**src/sv/plist_pkg.sv**
```systemverilog
// ----------------------------------------------------------------------------
// plist_pkg
// Shared types and codes for the positional list store: operation and status
// codes, and the command and status bundles between controller and datapath.
// ----------------------------------------------------------------------------
package plist_pkg;

  localparam int POS_W  = 11;
  localparam int WORD_W = 64;
  localparam int STAT_W = 2;

  localparam logic OP_INSERT = 1'b0;
  localparam logic OP_REMOVE = 1'b1;

  typedef enum logic [STAT_W-1:0] {
    ST_OK    = 2'd0,
    ST_EMPTY = 2'd1,
    ST_FULL  = 2'd2,
    ST_RANGE = 2'd3
  } status_t;

  // controller -> datapath
  typedef struct packed {
    logic accept;     // latch the incoming item and its checked status
    logic ins_step;   // move one entry up by one place
    logic ins_write;  // write the new word at its position, bump the count
    logic rmv_get;    // read the entry being taken out
    logic rmv_cap;    // capture that entry as the result word
    logic rmv_step;   // move one entry down by one place
    logic rmv_fin;    // drop the count
    logic load_out;   // copy the result into the output register
  } plist_cmd_t;

  // datapath -> controller
  typedef struct packed {
    logic op_ok;      // incoming item passes its checks
    logic op_insert;  // incoming item is an insert
    logic ins_more;   // entries still to move up
    logic rmv_more;   // entries still to move down
    logic out_free;   // output register can take a result this cycle
    logic pend;       // a moved entry is due to be written this cycle
  } plist_sts_t;

endpackage

```
**src/sv/plist_ctrl.sv**
```systemverilog
// ----------------------------------------------------------------------------
// plist_ctrl
// Controller: sequences one insert or remove at a time over the datapath.
// ----------------------------------------------------------------------------
module plist_ctrl import plist_pkg::*; (
  input  logic       clk,
  input  logic       rst,
  input  logic       in_valid,
  output logic       in_stall,
  input  plist_sts_t sts,
  output plist_cmd_t cmd
);

  typedef enum logic [8:0] {
    S_IDLE = 9'b000000001,
    S_INS  = 9'b000000010,
    S_INSW = 9'b000000100,
    S_RGET = 9'b000001000,
    S_RCAP = 9'b000010000,
    S_RMV  = 9'b000100000,
    S_RFIN = 9'b001000000,
    S_DONE = 9'b010000000,
    S_SPARE = 9'b100000000
  } state_t;

  state_t state;
  state_t state_next;

  assign in_stall = (state != S_IDLE);

  always_comb begin
    cmd        = '0;
    state_next = state;
    case (state)
      S_IDLE: begin
        if (in_valid) begin
          cmd.accept = 1'b1;
          if (!sts.op_ok)        state_next = S_DONE;
          else if (sts.op_insert) state_next = S_INS;
          else                   state_next = S_RGET;
        end
      end
      S_INS: begin
        cmd.ins_step = 1'b1;
        if (!sts.ins_more) state_next = S_INSW;
      end
      S_INSW: begin
        cmd.ins_write = 1'b1;
        state_next    = S_DONE;
      end
      S_RGET: begin
        cmd.rmv_get = 1'b1;
        state_next  = S_RCAP;
      end
      S_RCAP: begin
        cmd.rmv_cap = 1'b1;
        state_next  = S_RMV;
      end
      S_RMV: begin
        cmd.rmv_step = 1'b1;
        if (!sts.rmv_more) state_next = S_RFIN;
      end
      S_RFIN: begin
        cmd.rmv_fin = 1'b1;
        state_next  = S_DONE;
      end
      S_DONE: begin
        if (sts.out_free) begin
          cmd.load_out = 1'b1;
          state_next   = S_IDLE;
        end
      end
      default: state_next = S_IDLE;
    endcase
  end

  always_ff @(posedge clk) begin
    if (rst) state <= S_IDLE;
    else state <= state_next;
  end

endmodule

```
**config.mk**
```make
export PLATFORM = sky130hd
export DESIGN_NAME = plist_ctrl
export DESIGN_NICKNAME = d
export VERILOG_FILES = /design/src/sv/plist_pkg.sv /design/src/sv/plist_ctrl.sv
export SDC_FILE = /design/constraint.sdc
export NUM_CORES = 1
export LEC_CHECK = 0
export BUFFER_PORTS_ARGS = -buffer_cell sky130_fd_sc_hd__clkbuf_2
export CAP_MARGIN = 20
export CORE_AREA = 2 2 39 41
export DETAILED_ROUTE_END_ITERATION = 8
export DIE_AREA = 0 0 41 43
export GPL_ROUTABILITY_DRIVEN = 0
export GPL_TIMING_DRIVEN = 0
export PLACE_DENSITY = 0.63
export SLEW_MARGIN = 20
export SYNTH_ARGS = -nofsm -noshare
export SYNTH_HDL_FRONTEND = slang
export SYNTH_SLANG_ARGS = --single-unit
```
**constraint.sdc**
```tcl
create_clock -name clk -period 3.2 [get_ports clk]
set_clock_uncertainty 0.2 [all_clocks]
set_input_delay 0.16 -clock clk [delete_from_list [all_inputs] [get_ports clk]]
set_output_delay 0.16 -clock clk [all_outputs]
set_load 0.05 [all_outputs]
```
; Yosys cells after proc, flatten, opt, wreduce, memory -nomap -nowiden
; Index checks and enable logic that the tools add are counted.
[op_classes]
n_reduce_logical = 2
n_eq_ne = 13
mux = 17
[op_table]
columns = cell, n
row1 = 9-bit one-hot mux with 7 select lines, 1
row2 = 9-bit two-way mux, 5
row3 = 1-bit two-way mux, 10
row4 = 9-bit by 1-bit equality test with 1-bit output (second input constant), 1
row5 = 9-bit by 2-bit equality test with 1-bit output (second input constant), 1
row6 = 9-bit by 3-bit equality test with 1-bit output (second input constant), 1
row7 = 9-bit by 4-bit equality test with 1-bit output (second input constant), 1
row8 = 9-bit by 5-bit equality test with 1-bit output (second input constant), 1
row9 = 9-bit by 6-bit equality test with 1-bit output (second input constant), 1
row10 = 9-bit by 7-bit equality test with 1-bit output (second input constant), 1
row11 = 9-bit by 8-bit equality test with 1-bit output (second input constant), 1
row12 = 9-bit by 1-bit != test with 1-bit output (second input constant), 1
row13 = 2-bit != test (second input constant), 4
row14 = 4-bit two-way mux, 1
row15 = 4-bit AND reduction, 1
row16 = 2-bit OR reduction, 1
[totals]
input_bits = 9
elab_cells = 33
out_inout_bits = 9
register_bits = 9

; Longest topological paths before layout
; Gate-level depths: netlist of the first run.
[logic_depth]
depth_word = 4
mapped_depth = 6

; Worst setup path after synthesis of the first run
; Ideal clock, no wire load.
[synth_path]
kind = reg2reg
from = register state[4]
to = register state[0]
arrival_ns = 2.215
slack_ns = 0.650
setup_time_ns = 0.134
stages_incl_launch_ff = 6
required_time_ns = 2.866
cell_sequence = dfxtp_1 -> or4_4 -> nor4_2 -> nor4_1 -> nand3_1 -> o221ai_2
[synth_via]
elab_chain_len = 3
word_cells_on_any_way = 15
[synth_lines]
columns = item, line
row1 = from (decl), plist_ctrl.sv:26  ; state_t state;
row2 = from (signal assigned), plist_ctrl.sv:79  ; else state <= state_next;
row3 = 9-bit by 7-bit equality test with 1-bit output (tied with other cells), plist_ctrl.sv:34  ; case (state)
row4 = 2-bit OR reduction (no source line) or 2-bit != test (tied branches), n/a
row5 = 9-bit one-hot mux with 7 select lines or 4-bit AND reduction (tied branches), n/a
; Parallel ways exist; a longest one is shown, timed or not.
; A chain may end at the register's enable or synchronous reset.

; Worst setup path after layout of the first run
[layout_path]
from = register state[0]
to = register state[3]
; The elaborated chain is that of the path after synthesis.

==> summary.md, run 1 <==
| Metric | Value |
|---|---|
| Result of the run | completed |
| Worst-case setup margin in the final layout | 0.710 ns |
| FF+latch count, synth | 8 |
| Clock insertion delay at the later pin of the skew report | 0.25 ns |
| Syn Inst Count | 55 |
| Crit. End Element | flip-flop |
| Wire length per cell after detailed routing | 11.8 um |
| Clock-pin slew on the worst setup and hold paths | 0.05 ns |
| H-Tree Level Count | 1 |
| Wire length of the first global-routing pass | 1950 um |
| Pre-CTS WS | 1.08 ns |
| Sequential fraction of the synthesis area | 32.6% |
| Flip-flop count of the largest register, all copies and words added | 8 |
| Final max-slew violation count | 0 |
| Sum Neg Setup Slack | 0 ns |
| Post_cts resized | 0 |
| Sort of element at the start of the critical path | flip-flop |
| Arrival time at the worst endpoint | around 2.4 ns |
| Chip Width | roughly 41 um |
| Min Tclk post-route | 2.49 ns |
| Cell internal power dissipation | 0.000196 W |
| Most common cell in the netlist | sky130_fd_sc_hd__dfxtp_1 |
| Pin count of the biggest net entering global routing | 9 |
| Number of endpoints with negative hold slack in the final report | 0 |
| Synth unique cells | 28 |
| Maximum count of clock buffers along a single path | 2 |
| Via count | 502 |
| TritonCTS clock tree | done |
| Ordered cell list for the critical path | nor4_1 > nand3b_1 > nand3_2 > nor4_1 > dlygate4sd3_1 |
| Area share of the largest cell type after synthesis | 32.6% |
| Leakage power | 0.301 nW |
| Clock net sink count | 8 |
| Core Box Area | between 1000 and 1500 um2 |
| Antenna violations before repair | 0 |
| Class of the most critical hold timing path | input pin to flip-flop |
| Reg-to-reg setup timing slack | 0.71 ns |
| Combined area of all synthesized cells | 492 um2 |
| Combined global-route utilization of all metal layers | ~16% |
| Detail Route Antenna Nets | 0 |
| Clock Root Buffer | sky130_fd_sc_hd__clkbuf_4 |
| Post-CTS setup buffer count | 0 |
| Antenna Diode Count | 0 |
| Maximum capacitance violations | 0 |
| Final setup violation count | 0 |
| Post-Syn Area per Cell | ~8.9 um2 |
| Total length of routed wires | roughly 1100 um |
| Register with the highest flop count | state |
| Relative contribution of combinational cells to total power | 39.8% |
| Number of nets in the synthesized netlist | 64 |
| Registers with the most flip-flops | state (8) |
| NumNets Final | 88 |
| Worst setup path category | flip-flop to flip-flop |
| Placed wire-length estimate | 888 um |
| Number of global-route vias before repair | 471 |
| Synth-to-layout area growth | 32.1% |
| Number of buffer and inverter stages on the critical path | 1 |
| Power Density | 500 nW/um2 |
| Row count | 14 |
| Max stage delay on crit path | 0.72 ns |
| Switch share | between 30% and 40% |
| Sequential power share | 36.8% |
| Most numerous cell types in the synthesized netlist | sky130_fd_sc_hd__dfxtp_1, sky130_fd_sc_hd__nor2_1, sky130_fd_sc_hd__inv_1, sky130_fd_sc_hd__nor3b_1 |
| Switching power | between 0.0001 and 0.00015 W |
| Family of cells with the greatest summed delay on the critical path | simple AND/OR/NAND/NOR gates |
| Final period utilization | 77.8% |
| Detailed-route vias per instance | 5.40 |
| Top-level I/O count | 18 |
| Required arrival time at the worst endpoint | 3.14 ns |
| Post-synthesis cell type with the largest combined area | sky130_fd_sc_hd__dfxtp_1 |
| VDD IR-drop max | 175 uV |
| Leading cell types by total area after synthesis | sky130_fd_sc_hd__dfxtp_1, sky130_fd_sc_hd__nor4_2, sky130_fd_sc_hd__nor3b_1 |
| Number of flops mapped to enable cells by yosys | 0 |
| Area enclosed by the die boundary | 1760 um2 |
| Effective utilization at floorplan | a little over a third |
| Total power | 0.000325 W |
| Worst hold margin | ~0.057 ns |
| Maximum fanout along the worst path | 7 |
| Iteration-0 DRC Markers | 12 |
| Slowest stage cell, crit path | sky130_fd_sc_hd__nor4_1 |
| Pin slew with the least headroom to its limit | 0.809 ns |
| Count of placed standard cells including taps | between 80 and 90 |
| Die height | 43 um |
| Clock share of power | 23.4% |
| Most frequent CP cell | sky130_fd_sc_hd__nor4_1 |
| Fraction of final layout cells sized beyond drive strength 1 | 36.4% |
| Total of fill cells in the finished design | 153 |
| Post-route DRC violation count | 0 |
| Synth async-reset ratio | 0% |
| Yosys Warn Count | 0 |
| Finished Layout Cells | 93 |
| Total overflow reported by the global router | 0 |
| Maximum frequency from static timing analysis | 402 MHz |
| Num CTS Buffers | 3 |
| Unrepaired setup endpoints after global routing | no |
| PortBufs | 15 |
| Flip-flop cell with the highest count after synthesis | sky130_fd_sc_hd__dfxtp_1 |
| First drt pass iteration count | 4 |
| Worst rel slew slack | a little under half |
-- final cells by class --
cell class / instances / area (um2) / share of cell area (%)
plain buffers: 1 / 3.75 / 0.578
clock buffers: 3 / 22.5 / 3.47
inverters: 4 / 15.0 / 2.31
multi-input cells: 42 / 313 / 48.2
flip-flops and latches: 8 / 160 / 24.7
well taps: 16 / 20.0 / 3.08
repair buffers: 19 / 115 / 17.7
-- final timing paths --
check,start,endpoint,cells after the start
setup / recovery,state[0]$_SDFFE_PP1P_,state[3]$_SDFFE_PP0P_,5
hold / removal,sts[5],state[1]$_SDFFE_PP0P_,4
setup reg to reg,state[0]$_SDFFE_PP1P_,state[3]$_SDFFE_PP0P_,5
hold reg to reg,state[1]$_SDFFE_PP0P_,state[1]$_SDFFE_PP0P_,2
-- cell families after synthesis --
group                  count (synthesis)  share of synthesized area [%]
AND/OR/NAND/NOR                       36                           53.2
flip-flops                             8                           32.6
AO/OA/AOI/OAI                          6                           10.4
buffers and inverters                  5                           3.82
-- per-stage QoR --
step           cell area (um2)  utilization [%]
3_5_place_dp               587             42.4
3_3_place_gp               587             42.4
5_1_grt                    649             46.9
4_1_cts                    649             46.9
2_1_floorplan              492                -
6_report                   649             46.9
-- placed cells by master, fill, tap and decap left out, drive strengths merged --
cell | netlist | layout
clkbuf | 0 | 18
dfxtp | 8 | 8
nor4 | 6 | 6
nor2 | 5 | 5
inv | 4 | 4
nor3b | 4 | 4
dlygate4sd3 | 0 | 4
nand2 | 3 | 3
and4b | 3 | 3
nand2b | 2 | 2
and3 | 2 | 2
a21oi | 2 | 2
nand3 | 2 | 2
or4 | 1 | 1
and2b | 1 | 1
nand4b | 1 | 1
and2 | 1 | 1
nor4b | 1 | 1
nand4 | 1 | 1
and3b | 1 | 1
o211ai | 1 | 1
nand3b | 1 | 1
buf | 1 | 1
or3 | 1 | 1
o221ai | 1 | 1
o31ai | 1 | 1
o22ai | 1 | 1
-- repair_timing --
| action | CTS | global route |
|---|---|---|
| hold buffers | 4 | 0 |
| endpoints found under the hold margin | 3 | 0 |
| endpoints found under the setup margin | 0 | 0 |
-- power groups by stage --
stage | registers (W) | logic, W | clock network [W]
after global placement | 0.000121 | 0.000125 | 0
after detailed placement | 0.000121 | 0.000126 | 0
final | 0.000119 | 0.000129 | 0.0000759
after global routing | 0.000120 | 0.000144 | 0.0000843
after CTS | 0.000119 | 0.000130 | 0.0000790
after floorplan | 0.000119 | 0.000101 | 0
-- tightest hold or removal path, delay by kind of cell --
family / cells / cell delay, ns
AO/OA/AOI/OAI: 1 / 0.05
AND/OR/NAND/NOR: 2 / 0.16
buffers and inverters: 1 / 0.09
-- layer usage --
metal / wire, um / part of all wire [%] / global-route usage (%)
met1: 550 / 50 / 23.4
met2: 483 / 44 / 23.1
met3: 27 / 2.5 / 0
met4: 31 / 2.8 / 8.00
met5: 0 / 0 / 0
Note: power is estimated with default switching activity, not from simulation.
==> inputs of run 2 (changes only) <==
==> constraint.sdc (replaced) <==
create_clock -name clk -period 2.4 [get_ports clk]
set_clock_uncertainty 0.2 [all_clocks]
set_input_delay 0.12 -clock clk [delete_from_list [all_inputs] [get_ports clk]]
set_output_delay 0.12 -clock clk [all_outputs]
set_load 0.05 [all_outputs]
==> summary.md, run 2 (synthesis gave the netlist of run 1 again) <==
| Metric | Value |
|---|---|
| Final period utilization | 90.3% |
| Launch point of the critical path | state[4]$_SDFFE_PP0P_ (was state[0]$_SDFFE_PP1P_) |
| Number of gates on the worst path with buffers counted | 3 (was 5) |
| Clock insertion delay at the later pin of the skew report | 0.25 ns (about the same) |
| H-Tree Level Count | 1 (unchanged) |
| Min Tclk post-route | 2.17 ns |
| Most common cell after layout, fill and taps aside | sky130_fd_sc_hd__clkbuf_2 (unchanged) |
| Top-level I/O count | 18 (unchanged) |
| Unrepaired setup endpoints after global routing | no (unchanged) |
| NumNets Final | 88 (unchanged) |
| Area enclosed by the die boundary | 1760 um2 (unchanged) |
| Commonest cells after routing, fill and taps aside | sky130_fd_sc_hd__clkbuf_2, sky130_fd_sc_hd__dfxtp_1, sky130_fd_sc_hd__nor2_1 (unchanged) |
| Antenna Diode Count | 0 (unchanged) |
| Worst rel slew slack | 65.9% (was 45.6%) |
| Clock Root Buffer | sky130_fd_sc_hd__clkbuf_4 (unchanged) |
| Switching power | 0.000179 W (was 0.000128 W) |
| Detailed-route vias per instance | 5.41 (was 5.40) |
| Wire length of the first global-routing pass | 1770 um (was 1950 um) |
| Chip Width | 41 um (unchanged) |
| Combined global-route utilization of all metal layers | 14.9% (was 15.9%) |
| Hold wc startpoint | rst (was sts[5]) |
| Switch share | 40.3% (was 39.5%) |
| Leakage power | 0.300 nW (was 0.301 nW) |
| Clock net sink count | 8 (unchanged) |
| Total length of routed wires | 1140 um (was 1090 um) |
| Via count | 503 (was 502) |
| Total of fill cells in the finished design | 138 (was 153) |
| Slowest stage cell, crit path | sky130_fd_sc_hd__or4_4 (was sky130_fd_sc_hd__nor4_1) |
| Number of global-route vias before repair | 452 (was 471) |
| Fraction of final layout cells sized beyond drive strength 1 | 37.7% (was 36.4%) |
| Number of endpoints with negative hold slack in the final report | 0 (unchanged) |
| Registers with the most flip-flops | state (8) (unchanged) |
| Pin slew with the least headroom to its limit | 0.508 ns (was 0.809 ns) |
| Maximum fanout along the worst path | 6 (was 7) |
| Relative contribution of combinational cells to total power | 40.1% (was 39.8%) |
| Sum Neg Setup Slack | 0 ns (unchanged) |
| Cell internal power dissipation | 0.000264 W (was 0.000196 W) |
| Antenna violations before repair | 0 (unchanged) |
| Reg-to-reg setup timing slack | 0.54 ns (was 0.71 ns) |
| Synth-to-layout area growth | 36.9% (was 32.1%) |
| Register with the highest flop count | state (unchanged) |
| Final setup violation count | 0 (unchanged) |
| TritonCTS clock tree | done (unchanged) |
| Critical register-to-register path endpoint | state[1]$_SDFFE_PP0P_ (was state[3]$_SDFFE_PP0P_) |
| Number of buffer and inverter stages on the critical path | 1 (unchanged) |
| Sort of element at the start of the critical path | flip-flop (unchanged) |
| Hold Path Depth | 2 (was 4) |
| Number of cells traversed by the worst register-to-register path | 5 (unchanged) |
| Clock-pin slew on the worst setup and hold paths | 0.05 ns (about the same) |
| Max stage delay on crit path | 0.60 ns (was 0.72 ns) |
| Placed wire-length estimate | 896 um (was 888 um) |
| Crit. End Element | primary output (was flip-flop) |
| Arrival time at the worst endpoint | 1.85 ns (was 2.43 ns) |
| Worst-case setup margin in the final layout | 0.233 ns (was 0.710 ns) |
| Detail Route Antenna Nets | 0 (unchanged) |
| Maximum frequency from static timing analysis | 461 MHz |
| Flip-flop count of the largest register, all copies and words added | 8 (unchanged) |
| Num CTS Buffers | 3 (unchanged) |
| Worst setup path category | flip-flop to primary output (was flip-flop to flip-flop) |
| Effective utilization at floorplan | 35.5% (unchanged) |
| Ordered cell list for the critical path | or4_4 > nor4_4 > clkbuf_2 (was nor4_1 > nand3b_1 > nand3_2 > nor4_1 > dlygate4sd3_1) |
| Pre-CTS WS | 0.298 ns (was 1.08 ns) |
| First drt pass iteration count | 4 (unchanged) |
| Row count | 14 (unchanged) |
| Total overflow reported by the global router | 0 (unchanged) |
| VDD IR-drop max | 374 uV (was 175 uV) |
| Result of the run | completed (unchanged) |
| Maximum capacitance violations | 0 (unchanged) |
| Final max-slew violation count | 0 (unchanged) |
| Worst hold margin | 0.0224 ns (was 0.0566 ns) |
| Post-route DRC violation count | 0 (unchanged) |
| Class of the most critical hold timing path | input pin to flip-flop (unchanged) |
| Reg2reg start | state[4]$_SDFFE_PP0P_ (was state[0]$_SDFFE_PP1P_) |
| Required arrival time at the worst endpoint | 2.08 ns (was 3.14 ns) |
| Sequential power share | 37.2% (was 36.8%) |
| Die height | 43 um (unchanged) |
| Power Density | 657 nW/um2 (was 500 nW/um2) |
| Pin count of the biggest net entering global routing | 9 (unchanged) |
| Family of cells with the greatest summed delay on the critical path | simple AND/OR/NAND/NOR gates (unchanged) |
| Maximum count of clock buffers along a single path | 2 (unchanged) |
| Clock share of power | 22.7% (was 23.4%) |
| Iteration-0 DRC Markers | 8 (was 12) |
| PortBufs | 15 (unchanged) |
| Worst Hold Path EP | state[5]$_SDFFE_PP0P_ (was state[1]$_SDFFE_PP0P_) |
| Wire length per cell after detailed routing | 12.3 um (was 11.8 um) |
| Core Box Area | 1380 um2 (unchanged) |
[run 2: cell counts in the layout (fill, tap and decap cells not counted)]
No cell type changed its count.
[run 2: repair_timing]
action,in CTS,in global routing
resized for setup,0,1
buffers inserted,0,0
hold buffers,4,0
endpoints found under the hold margin,5,0
setup endpoints to repair,0,2
[run 2: layer usage]
layer  global-route usage (%)  wire (um)
met2                     21.9        517
met4                     12.0         45
met1                     17.5        521
met5                        0          0
met3                     3.14         59
[run 2: area by class of cell]
cell class                      instances  area [um2]  area share, %
Inverter                                4        15.0           2.23
Tap cell                               16        20.0           2.97
Sequential cell                         8         160           23.8
Buffer                                  1        3.75          0.558
Multi-Input combinational cell         42         337           50.0
Clock buffer                            3        22.5           3.35
Timing Repair Buffer                   19         115           17.1
[run 2: how the worst max path moves through the flow]
stage          slack (ns)                    end
2_1_floorplan        0.19  state[0]$_SDFFE_PP1P_
3_3_place_gp         0.32                 cmd[1]
3_5_place_dp         0.30                 cmd[1]
4_1_cts              0.03                 cmd[1]
5_1_grt              0.16                 cmd[5]
6_report             0.23                 cmd[5]
[run 2: power by group through the flow]
stage	clock network, W	logic (W)	registers (W)
after floorplan	0	0.000138	0.000162
after global placement	0	0.000169	0.000165
after detailed placement	0	0.000171	0.000166
after CTS	0.000102	0.000176	0.000163
after global routing	0.000109	0.000193	0.000167
final	0.000101	0.000178	0.000164
[run 2: through the flow]
stage	power (W)	std cells	utilization (%)	cell area [um2]
3_3_place_gp	0.000335	86	43.7	604
3_5_place_dp	0.000337	86	43.7	604
2_1_floorplan	0.000300	55	-	509
6_report	0.000442	93	48.6	673
5_1_grt	0.000469	93	48.6	673
4_1_cts	0.000442	93	48.2	667
==> inputs of run 3 (changes only) <==
--- a/config.mk
+++ b/config.mk
@@ -12,8 +12,10 @@
 export DIE_AREA = 0 0 41 43
 export GPL_ROUTABILITY_DRIVEN = 0
 export GPL_TIMING_DRIVEN = 0
+export HOLD_SLACK_MARGIN = 0.03
 export PLACE_DENSITY = 0.63
 export SLEW_MARGIN = 20
 export SYNTH_ARGS = -nofsm -noshare
 export SYNTH_HDL_FRONTEND = slang
 export SYNTH_SLANG_ARGS = --single-unit
+export TNS_END_PERCENT = 30
==> constraint.sdc (replaced) <==
create_clock -name clk -period 2.4 [get_ports clk]
set_clock_uncertainty 0.2 [all_clocks]
set_input_delay 0.12 -clock clk [delete_from_list [all_inputs] [get_ports clk]]
set_output_delay 0.12 -clock clk [all_outputs]
set_load 0.01 [all_outputs]
==> summary.md, run 3 (synthesis gave the netlist of run 1 again) <==
| Metric | Value |
|---|---|
| Clock net sink count | 8 (unchanged) |
| Number of cells traversed by the worst register-to-register path | 5 (unchanged) |
| Post-route DRC violation count | 0 (unchanged) |
| Total of fill cells in the finished design | 151 (was 138) |
| Register with the highest flop count | state (unchanged) |
| Sort of element at the start of the critical path | flip-flop (unchanged) |
| PortBufs | 15 (unchanged) |
| Fraction of final layout cells sized beyond drive strength 1 | 37.2% (was 37.7%) |
| Total length of routed wires | 1130 um (was 1140 um) |
| Worst setup path category | flip-flop to primary output (unchanged) |
| Via count | 498 (was 503) |
| Core Box Area | 1380 um2 (unchanged) |
| Row count | 14 (unchanged) |
| Leakage power | 0.304 nW (was 0.300 nW) |
| Multi-input gate area in the final layout | 319 um2 (was 337 um2) |
| Most common cell after layout, fill and taps aside | sky130_fd_sc_hd__clkbuf_2 (unchanged) |
| Required arrival time at the worst endpoint | 2.08 ns (about the same) |
| Fin area | 666 um2 (was 673 um2) |
| Post-DP Area | 587 um2 (was 604 um2) |
| Synth-to-layout area growth | 35.4% (was 36.9%) |
| Met2 track utilization from global routing | 23.8% (was 21.9%) |
| Commonest cells after routing, fill and taps aside | sky130_fd_sc_hd__clkbuf_2, sky130_fd_sc_hd__dfxtp_1, sky130_fd_sc_hd__nor2_1, sky130_fd_sc_hd__dlygate4sd3_1 (was sky130_fd_sc_hd__clkbuf_2, sky130_fd_sc_hd__dfxtp_1, sky130_fd_sc_hd__nor2_1) |
| Detailed-route vias per instance | 5.30 (was 5.41) |
| Clock insertion delay at the later pin of the skew report | 0.25 ns (about the same) |
| Worst hold margin | 0.0428 ns (was 0.0224 ns) |
| Pin slew with the least headroom to its limit | 0.523 ns (was 0.508 ns) |
| Maximum capacitance violations | 0 (unchanged) |
| FF+latch area | 160 um2 (unchanged) |
| Finished Layout Cells | 94 (was 93) |
| Area enclosed by the die boundary | 1760 um2 (unchanged) |
| Pin count of the biggest net entering global routing | 9 (unchanged) |
| First drt pass iteration count | 4 (unchanged) |
| Top-level I/O count | 18 (unchanged) |
| Die height | 43 um (unchanged) |
| Combined global-route utilization of all metal layers | 16.0% (was 14.9%) |
| Clock Root Buffer | sky130_fd_sc_hd__clkbuf_4 (unchanged) |
| Effective utilization at floorplan | 35.5% (unchanged) |
| Arrival time at the worst endpoint | 1.76 ns (was 1.85 ns) |
| Count of placed standard cells including taps | 86 (unchanged) |
| Final setup violation count | 0 (unchanged) |
| Registers with the most flip-flops | state (8) (unchanged) |
| Result of the run | completed (unchanged) |
| Maximum count of clock buffers along a single path | 2 (unchanged) |
| Hold Path Depth | 3 (was 2) |
| Hold wc startpoint | sts[1] (was rst) |
| Worst rel slew slack | 64.8% (was 65.9%) |
| Power Density | 598 nW/um2 (was 657 nW/um2) |
| Iteration-0 DRC Markers | 10 (was 8) |
| Clock-pin slew on the worst setup and hold paths | 0.05 ns (about the same) |
| H-Tree Level Count | 1 (unchanged) |
| VDD IR-drop max | 226 uV (was 374 uV) |
| Detail Route Antenna Nets | 0 (unchanged) |
| Unrepaired setup endpoints after global routing | no (unchanged) |
| Total overflow reported by the global router | 0 (unchanged) |
| Launch point of the critical path | state[4]$_SDFFE_PP0P_ (unchanged) |
| Chip Width | 41 um (unchanged) |
| Maximum frequency from static timing analysis | 481 MHz (was 461 MHz) |
| Highest-utilization routing layer at the global route stage | met2 (unchanged) |
| Min Tclk post-route | 2.08 ns (was 2.17 ns) |
| Class of the most critical hold timing path | input pin to flip-flop (unchanged) |
| TritonCTS clock tree | done (unchanged) |
| Reg2reg start | state[4]$_SDFFE_PP0P_ (unchanged) |
| Reg-to-reg setup timing slack | 0.50 ns (was 0.54 ns) |
| Placed wire-length estimate | 888 um (was 896 um) |
| Number of endpoints with negative hold slack in the final report | 0 (unchanged) |
| Flip-flop count of the largest register, all copies and words added | 8 (unchanged) |
| Antenna violations before repair | 0 (unchanged) |
| NumNets Final | 89 (was 88) |
| Wire length per cell after detailed routing | 12.1 um (was 12.3 um) |
| Sum Neg Setup Slack | 0 ns (unchanged) |
| Post-CTS setup buffer count | 0 (unchanged) |
| Wire length of the first global-routing pass | 1960 um (was 1770 um) |
| Final period utilization | 86.7% (was 90.3%) |
| Maximum fanout along the worst path | 6 (unchanged) |
| Num CTS Buffers | 3 (unchanged) |
| GR Util met3 | 0% (was 3.14%) |
| Number of global-route vias before repair | 478 (was 452) |
| Antenna Diode Count | 0 (unchanged) |
| Final max-slew violation count | 0 (unchanged) |
| Global routing met1 resource utilization | 23.1% (was 17.5%) |
| Crit. End Element | primary output (unchanged) |
run 3: cell type report:
class / instances / share of cell area [%]
Buffer: 1 / 0.564
Inverter: 4 / 2.26
Timing Repair Buffer: 20 / 18.8
Multi-Input combinational cell: 42 / 47.9
Sequential cell: 8 / 24.1
Tap cell: 16 / 3.01
Clock buffer: 3 / 3.38
run 3: metal layers:
layer / part of all wire, % / wire length [um] / up-vias
li1: - / - / 257
met1: 49 / 552 / 226
met2: 46 / 519 / 12
met3: 2.6 / 29 / 3
met4: 2.7 / 31 / 0
met5: 0 / 0 / -
run 3: where the power goes:
group,internal [W],switching [W]
combinational,0.0000638,0.0000721
clock,0.0000571,0.0000442
sequential,0.000143,0.0000173
run 3: worst max-delay path, stage by stage (launching register included):
cell and delay [ns]:
sky130_fd_sc_hd__dfxtp_1 0.36, sky130_fd_sc_hd__or4_4 0.57, sky130_fd_sc_hd__nor4_2 0.37, sky130_fd_sc_hd__clkbuf_2 0.20
run 3: final timing paths:
path	to
worst min-delay path	state[7]$_SDFFE_PP0P_
worst max register to register	state[0]$_SDFFE_PP1P_
worst max-delay path	cmd[5]
worst min register to register	state[1]$_SDFFE_PP0P_
run 3: stage by stage:
stage	setup slack, ns	utilization, %	total power [W]
global route	0.217	48.1	0.000431
global placement	0.342	42.4	0.000289
detailed placement	0.345	42.4	0.000291
CTS	0.188	47.6	0.000399
floorplan	0.520	-	0.000254
finish	0.319	48.1	0.000398
run 3: repair_timing:
| item | 4_1_cts | 5_1_grt |
|---|---|---|
| setup endpoints to repair | 0 | 1 |
| hold buffers | 5 | 0 |
| hold endpoints to repair | 5 | 0 |
| resized for setup | 0 | 1 |
